**config.mk**
```make
export PLATFORM = sky130hd
export DESIGN_NAME = masked_byte_pattern_scanner_core
export DESIGN_NICKNAME = d
export VERILOG_FILES = /design/src/hdl/msc_pkg.sv /design/src/hdl/msc_cell.sv /design/src/hdl/masked_byte_pattern_scanner_core.sv
export SDC_FILE = /design/constraint.sdc
export NUM_CORES = 2
export LEC_CHECK = 0
export ABC_AREA = 1
export BUFFER_PORTS_ARGS = -buffer_cell sky130_fd_sc_hd__buf_4
export CORE_MARGIN = 8
export CORE_UTILIZATION = 60
export CTS_BUF_LIST = sky130_fd_sc_hd__clkbuf_4 sky130_fd_sc_hd__clkbuf_8
export CTS_CLUSTER_SIZE = 8
export DETAILED_ROUTE_END_ITERATION = 8
export MAX_ROUTING_LAYER = met4
export PLACE_DENSITY = 0.84
export REMOVE_ABC_BUFFERS = 1
export SKIP_LAST_GASP = 1
export SLEW_MARGIN = 15
export SYNTH_ARGS = -nofsm -noshare
export SYNTH_HDL_FRONTEND = slang
export SYNTH_HIERARCHICAL = 1
export SYNTH_SLANG_ARGS = --single-unit
```
**constraint.sdc**
```tcl
create_clock -name clk -period 16.2 [get_ports clk]
set_input_delay 0 -clock clk [delete_from_list [all_inputs] [get_ports clk]]
set_output_delay 0 -clock clk [all_outputs]
set_load 0.02 [all_outputs]
```
**src/hdl/msc_pkg.sv**
```systemverilog
package msc_pkg;

    localparam int MAX_PATTERN_BYTES = 32;
    localparam int CELL_IDX_W        = $clog2(MAX_PATTERN_BYTES);
    localparam int LEN_W             = $clog2(MAX_PATTERN_BYTES + 1);
    localparam int BYTE_W            = 8;
    localparam int REG_W             = 64;
    localparam int PAT_REG_COUNT     = 4;
    localparam int MASK_W            = 32;
    localparam int OFFSET_W          = 32;
    localparam int CFG_IDX_W         = 3;

    // Configuration register indexes.
    localparam logic [CFG_IDX_W-1:0] CFG_PATTERN_0_7   = 3'd0;
    localparam logic [CFG_IDX_W-1:0] CFG_PATTERN_8_15  = 3'd1;
    localparam logic [CFG_IDX_W-1:0] CFG_PATTERN_16_23 = 3'd2;
    localparam logic [CFG_IDX_W-1:0] CFG_PATTERN_24_31 = 3'd3;
    localparam logic [CFG_IDX_W-1:0] CFG_COMPARE_MASK  = 3'd4;
    localparam logic [CFG_IDX_W-1:0] CFG_PATTERN_LEN   = 3'd5;

    localparam logic [LEN_W-1:0]    LEN_RESET    = LEN_W'(1);
    localparam logic [OFFSET_W-1:0] COUNT_SATURATE = '1;

    typedef struct packed {
        logic [BYTE_W-1:0] data_byte;
        logic              region_start;
        logic              region_end;
    } scan_in_t;

    typedef struct packed {
        logic                found;
        logic [OFFSET_W-1:0] match_offset;
    } scan_out_t;

    typedef logic [MAX_PATTERN_BYTES-1:0][BYTE_W-1:0] byte_row_t;

endpackage

```
**src/hdl/msc_cell.sv**
```systemverilog
module msc_cell
    import msc_pkg::*;
(
    input  logic              clk,
    input  logic              rst_n,
    input  logic              shift,
    input  logic [BYTE_W-1:0] byte_in,
    input  logic              care,
    input  logic [BYTE_W-1:0] pattern_byte,
    output logic [BYTE_W-1:0] byte_out,
    output logic              hit
);

    logic [BYTE_W-1:0] byte_reg;
    logic [BYTE_W-1:0] byte_next;

    assign byte_next = shift ? byte_in : byte_reg;

    always_ff @(posedge clk or negedge rst_n)
    begin
        if (!rst_n)
        begin
            byte_reg <= '0;
        end
        else
        begin
            byte_reg <= byte_next;
        end
    end

    // A wildcard position always hits.
    assign hit      = !care || (byte_reg == pattern_byte);
    assign byte_out = byte_reg;

endmodule

```
**src/hdl/masked_byte_pattern_scanner_core.sv**
```systemverilog
// The deciding byte is registered into the cell row, its result then into the output register.
// Throughput: one byte per cycle unless stalled; the row shifts and compares per accepted byte.
// The input stalls whenever the decision stage holds a byte while a result transaction waits
// in the output register under a stall, whether or not that byte decides anything.
// Reset: pattern, mask and window clear to zero, pattern length to one, and the byte count
// and search state clear, so bytes after reset count as a region that began at reset.
module masked_byte_pattern_scanner_core
    import msc_pkg::*;
(
    input  logic                 clk,
    input  logic                 rst_n,
    input  logic                 byte_valid,
    output logic                 byte_stall,
    input  scan_in_t             byte_item,
    output logic                 result_valid,
    input  logic                 result_stall,
    output scan_out_t            result_item,
    input  logic                 cfg_write,
    input  logic [CFG_IDX_W-1:0] cfg_index,
    input  logic [REG_W-1:0]     cfg_data
);

    // Configuration registers.
    logic [PAT_REG_COUNT-1:0][REG_W-1:0] pattern_reg;
    logic [MASK_W-1:0]                   mask_reg;
    logic [LEN_W-1:0]                    len_reg;

    always_ff @(posedge clk or negedge rst_n)
    begin
        if (!rst_n)
        begin
            pattern_reg <= '0;
            mask_reg    <= '0;
            len_reg     <= LEN_RESET;
        end
        else if (cfg_write)
        begin
            unique case (cfg_index)
                CFG_PATTERN_0_7:   pattern_reg[0] <= cfg_data;
                CFG_PATTERN_8_15:  pattern_reg[1] <= cfg_data;
                CFG_PATTERN_16_23: pattern_reg[2] <= cfg_data;
                CFG_PATTERN_24_31: pattern_reg[3] <= cfg_data;
                CFG_COMPARE_MASK:  mask_reg       <= cfg_data[MASK_W-1:0];
                CFG_PATTERN_LEN:   len_reg        <= cfg_data[LEN_W-1:0];
                default:           ;
            endcase
        end
    end

    // A length of zero behaves as one, and anything above the row length saturates.
    logic [LEN_W-1:0] eff_len;

    always_comb
    begin
        if (len_reg == '0)
        begin
            eff_len = LEN_W'(1);
        end
        else if (len_reg > LEN_W'(MAX_PATTERN_BYTES))
        begin
            eff_len = LEN_W'(MAX_PATTERN_BYTES);
        end
        else
        begin
            eff_len = len_reg;
        end
    end

    // Handshake and decision stage control.
    logic accept;
    logic b_valid_reg, b_valid_next;
    logic b_start_reg;
    logic b_end_reg;
    logic b_advance;
    logic b_produce;
    logic result_take;

    assign accept      = byte_valid && !byte_stall;
    assign result_take = result_valid && !result_stall;
    assign b_advance   = b_valid_reg && (!result_valid || !result_stall);
    assign byte_stall  = b_valid_reg && !b_advance;

    // The cell row: cell 0 holds the newest byte. Cell j lines up with pattern byte
    // eff_len-1-j and only takes part while j is below the pattern length.
    byte_row_t                   window;
    byte_row_t                   pat_bytes;
    logic [MAX_PATTERN_BYTES-1:0] hits;

    assign pat_bytes = pattern_reg;

    for (genvar j = 0; j < MAX_PATTERN_BYTES; j++)
    begin : g_cell
        logic [LEN_W-1:0]      k_full;
        logic [CELL_IDX_W-1:0] k;
        logic                  in_use;
        logic                  care;
        logic [BYTE_W-1:0]     src;

        assign k_full = eff_len - LEN_W'(j) - LEN_W'(1);
        assign k      = k_full[CELL_IDX_W-1:0];
        assign in_use = LEN_W'(j) < eff_len;
        assign care   = in_use && mask_reg[k];

        if (j == 0)
        begin : g_head
            assign src = byte_item.data_byte;
        end
        else
        begin : g_link
            assign src = window[j-1];
        end

        msc_cell u_cell (
            .clk          (clk),
            .rst_n        (rst_n),
            .shift        (accept),
            .byte_in      (src),
            .care         (care),
            .pattern_byte (pat_bytes[k]),
            .byte_out     (window[j]),
            .hit          (hits[j])
        );
    end

    // The region flags follow the byte into the decision stage.
    assign b_valid_next = accept ? 1'b1 : (b_advance ? 1'b0 : b_valid_reg);

    always_ff @(posedge clk or negedge rst_n)
    begin
        if (!rst_n)
        begin
            b_valid_reg <= 1'b0;
        end
        else
        begin
            b_valid_reg <= b_valid_next;
        end
    end

    always_ff @(posedge clk)
    begin
        if (accept)
        begin
            b_start_reg <= byte_item.region_start;
            b_end_reg   <= byte_item.region_end;
        end
    end

    // Region bookkeeping. The count and the resolved flag move on only when the
    // decision stage hands its transaction on, so a following byte always sees them
    // up to date.
    logic [OFFSET_W-1:0] seen_reg, seen_next;
    logic                done_reg, done_next;
    logic [OFFSET_W-1:0] seen_base;
    logic                done_base;
    logic [OFFSET_W-1:0] seen_inc;
    logic [OFFSET_W-1:0] len_wide;
    logic                is_match;
    logic                is_miss;

    assign seen_base = b_start_reg ? '0 : seen_reg;
    assign done_base = b_start_reg ? 1'b0 : done_reg;
    assign seen_inc  = (seen_base == COUNT_SATURATE) ? seen_base : seen_base + OFFSET_W'(1);
    assign len_wide  = OFFSET_W'(eff_len);

    // Only windows made up entirely of bytes of this region may match.
    assign is_match  = !done_base && (seen_inc >= len_wide) && (&hits);
    assign is_miss   = !done_base && !is_match && b_end_reg;
    assign b_produce = is_match || is_miss;

    assign seen_next = b_advance ? (done_base ? seen_base : seen_inc) : seen_reg;
    assign done_next = b_advance ? (done_base || b_produce) : done_reg;

    always_ff @(posedge clk or negedge rst_n)
    begin
        if (!rst_n)
        begin
            seen_reg <= '0;
            done_reg <= 1'b0;
        end
        else
        begin
            seen_reg <= seen_next;
            done_reg <= done_next;
        end
    end

    // Output register.
    logic      result_valid_reg, result_valid_next;
    scan_out_t result_item_reg;
    logic      result_load;

    assign result_load = b_advance && b_produce;

    always_comb
    begin
        priority if (result_load)
        begin
            result_valid_next = 1'b1;
        end
        else if (result_take)
        begin
            result_valid_next = 1'b0;
        end
        else
        begin
            result_valid_next = result_valid_reg;
        end
    end

    always_ff @(posedge clk or negedge rst_n)
    begin
        if (!rst_n)
        begin
            result_valid_reg <= 1'b0;
        end
        else
        begin
            result_valid_reg <= result_valid_next;
        end
    end

    always_ff @(posedge clk)
    begin
        if (result_load)
        begin
            result_item_reg.found        <= is_match;
            result_item_reg.match_offset <= is_match ? (seen_inc - len_wide) : '0;
        end
    end

    assign result_valid = result_valid_reg;
    assign result_item  = result_item_reg;

    // The window moves only when a byte transaction is accepted.
    a_window_holds: assert property (@(posedge clk) disable iff (!rst_n)
        !accept |=> $stable(window))
        else $error("window changed without an accepted byte");

    // Input stalls only while the decision stage is blocked by the output.
    a_stall_cause: assert property (@(posedge clk) disable iff (!rst_n)
        byte_stall |-> (b_valid_reg && result_valid && result_stall))
        else $error("input stalled without a blocked result");

    // A resolved region gives nothing until the next region start.
    a_done_silent: assert property (@(posedge clk) disable iff (!rst_n)
        (b_valid_reg && !b_start_reg && done_reg) |-> !b_produce)
        else $error("second result within a resolved region");

    // A not-found result carries a zero offset.
    a_miss_offset: assert property (@(posedge clk) disable iff (!rst_n)
        (result_valid && !result_item.found) |-> (result_item.match_offset == '0))
        else $error("not-found result with non-zero offset");

endmodule
```
==> results by group <==
Synth
  – Post-synth top cells: nand2_1, o21ai_0, inv_1
  – Unique masters post-synth: 51
  – Synth area leader: dfrtp_1
  – Yosys warning count: 6
  – Count leader, synth: nand2_1
  – Yosys reg bits: just over 600
  – Synth Flop Type: dfrtp_1
  – Mapped cell area: between 40000 and 50000 um^2
  – Synth area leaders: dfrtp_1, nand2_1, o21ai_0
  – Seq/Total Area, Yosys: 32.6%
  – Gate Count Post-Synth: 7670
  – Post-synth ARST share: a little over nine tenths
  – EDFF count, synth: 35
  – Top-area cell type share of the netlist area: a little under a third
  – Mapped Avg Cell Area: 6.27 um^2

STA
  – F_max: between 0.1 and 0.15 GHz
  – Final WS setup: 6480 ps
  – RSZ-0062 raised after global routing: false
  – Slew margin rel.: 6.21%
  – Fin crit share: around three fifths
  – Final hold violations: 0
  – TNS Setup: 0 ps
  – Final min period: slightly below 10000 ps
  – Final setup violation count: 0
  – Tightest Pin Transition: approximately 1400 ps
  – WHS: 70.4 ps
  – Fin. max-slew vios: 0
  – Final Skew: between 40 and 50 ps

CTS
  – Clk_lat worst skew: approximately 780 ps
  – CTS Buffer Depth: 3
  – CTS tree: yes
  – CTS resizes: 0
  – Clock sinks: 620
  – CTS H-tree depth: 3
  – Total CTS buffers: between 100 and 150
  – Clock edge transition at the registers on the reported setup and hold paths: roughly 60 ps
  – CTS root buffer: clkbuf_8

Routing
  – DRC: 1
  – First-pass iteration count of the detailed router: 9
  – Initial DRC Count: ~8700
  – Vias per inst: between 6 and 7
  – Antenna Nets Post-Route: 0
  – Post-Route WL: about 220000 um
  – Via count: 55100
  – WL/cell: about 25 um

Setup path
  – Setup CP Type: reg2reg
  – Worst Path Required: between 15000 and 20000 ps
  – WP data arrival: between 10000 and 15000 ps
  – CP dominant cell by count: nand2_1
  – Maximum fanout along the worst path: 74
  – Slowest CP cell: clkinv_1
  – Startpoint types: flip-flop
  – Crit path capture type: flip-flop
  – Crit-path max cell delay: between 1000 and 1500 ps

Floorplanning
  – Die width: roughly 300 um
  – Die Ht: 299 um
  – Core area: 79100 um^2
  – Boundary pin count: ~120
  – Row count: approximately 100
  – Starting Density: between 60 and 70%
  – DIE AREA: between 80000 and 90000 um^2

Flow run
  – Maxcap violations: 0

Power and ir drop
  – Pwr Total: ~11 mW
  – PD cells: between 200 and 250 nW/um^2
  – Leakage power: around 26 nW
  – Worst vdd ir: around 0.00015 V

Cells and area
  – Final Core Density: about 66%
  – Design area: about 52000 um^2
  – Area growth, synth to finish: 8.97%
  – Layout cells sized above 1: 10.1%
  – Post-route insts no fill: approximately 8800
  – Nets: 7742

Placed design
  – Cell Area, Placed: approximately 50000 um^2
  – Pre-CTS setup slack: 6760 ps
  – Port Buffers: around 120
  – Post-placement cell count: 8496
  – Routability Congestion: roughly 1.1
  – DP HPWL: approximately 160000 um

Global routing
  – Total gr overflow: 0
  – Antenna violations before repair: 12
  – Vias in the first global route: approximately 50000
  – Largest net degree at the start of global routing: approximately 250
  – GRT Total Usage: between 40% and 50%
  – First-pass GRT wire length: between 300000 and 400000 um

Status
  – Failing checks: DRC
  – Outcome: finished, violations left

Min path
  – Worst min path class: in2reg
cells in the final DEF, fill, tap and decap left out, types with 4 or more instances in the layout:
master         netlist  routed
nand2_1           2912    2907
o21ai_0           1317    1314
nand3_1            634     632
inv_1              635     629
dfrtp_1            584     584
nor2_1             231     229
or2_2              210     210
buf_4                0     188
clkbuf_8             0     136
xnor2_1            106     104
mux2_1              96      96
dlygate4sd3_1        0      84
inv_2               75      78
o21ai_1             75      78
a21oi_1             54      53
nor2_2              47      47
edfxtp_1            35      35
mux2i_1             30      30
o211ai_1            29      29
clkbuf_4             0      29
nand4_1             20      20
clkinv_1            19      18
diode_2              0      17
clkinv_2             0      17
ha_1                19      16
nor3_1              15      15
xor2_1              18      15
a31oi_1             13      13
nor2_4               9      11
nand2_2              9      10
nand3_2             10      10
nand3b_1             9       9
o21a_1               7       7
a22oi_1              6       6
nand2_4              1       5
clkinvlp_4           0       5
xor2_2               4       4
bufinv_16            0       4
logic make-up after synthesis:
group | after synthesis | synth area share (%)
AO/OA/AOI/OAI | 1512 | 16.1
XOR/XNOR | 128 | 2.40
adder cells (fa/ha/maj) | 20 | 0.536
buffers and inverters | 1145 | 9.70
flip-flops | 620 | 32.6
multiplexers | 126 | 2.87
AND/OR/NAND/NOR | 4119 | 35.8
power by group:
group          switching, mW  total (mW)  internal [mW]
clock network          0.726        1.61          0.882
registers              0.414        2.37           1.96
logic                   5.16        7.05           1.89
cell type report:
| cell class | instances | area, um^2 |
|---|---|---|
| inverters | 729 | 2750 |
| clock inverters | 25 | 249 |
| diodes | 17 | 42.5 |
| multi-input cells | 5905 | 27900 |
| flip-flops and latches | 620 | 15700 |
| clock buffers | 165 | 2090 |
| well taps | 1050 | 1310 |
| repair buffers | 277 | 2350 |
| fillers | 6950 | 26800 |
worst max-delay path: cells and delay by family (launching register included):
kind	cells	cell delay (ps)
buffers and inverters	6	3240
AND/OR/NAND/NOR	18	4640
flip-flops	1	720
XOR/XNOR	2	330
adder cells (fa/ha/maj)	1	300
path summary, 6_finish.rpt:
check	from	end	slack [ps]	cells after the start
min in group asynchronous	rst_n	len_reg[0]	430	3
max in group asynchronous	rst_n	pat_bytes[196]	13870	5
worst max-delay path	len_reg[5]	result_item[23]	6480	27
worst max register to register	len_reg[5]	result_item[23]	6480	27
worst min register to register	pat_bytes[15]	pat_bytes[15]	490	2
worst min-delay path	byte_item[9]	g_cell[0].u_cell/byte_out[7]	70	4
metal layers:
layer	up-vias	part of all wire, %	track usage, %
met5	-	0	-
met4	0	8.1	29.2
met3	1046	16	17.2
met2	4379	39	65.6
met1	25100	37	60.8
li1	24500	-	-
what timing repair did:
item | 4_1_cts | 5_1_grt
hold endpoints to repair | 398 | 0
buffers inserted | 0 | 0
setup endpoints to repair | 0 | 0
hold buffers | 85 | 0
(Power assumes the default switching activity.)
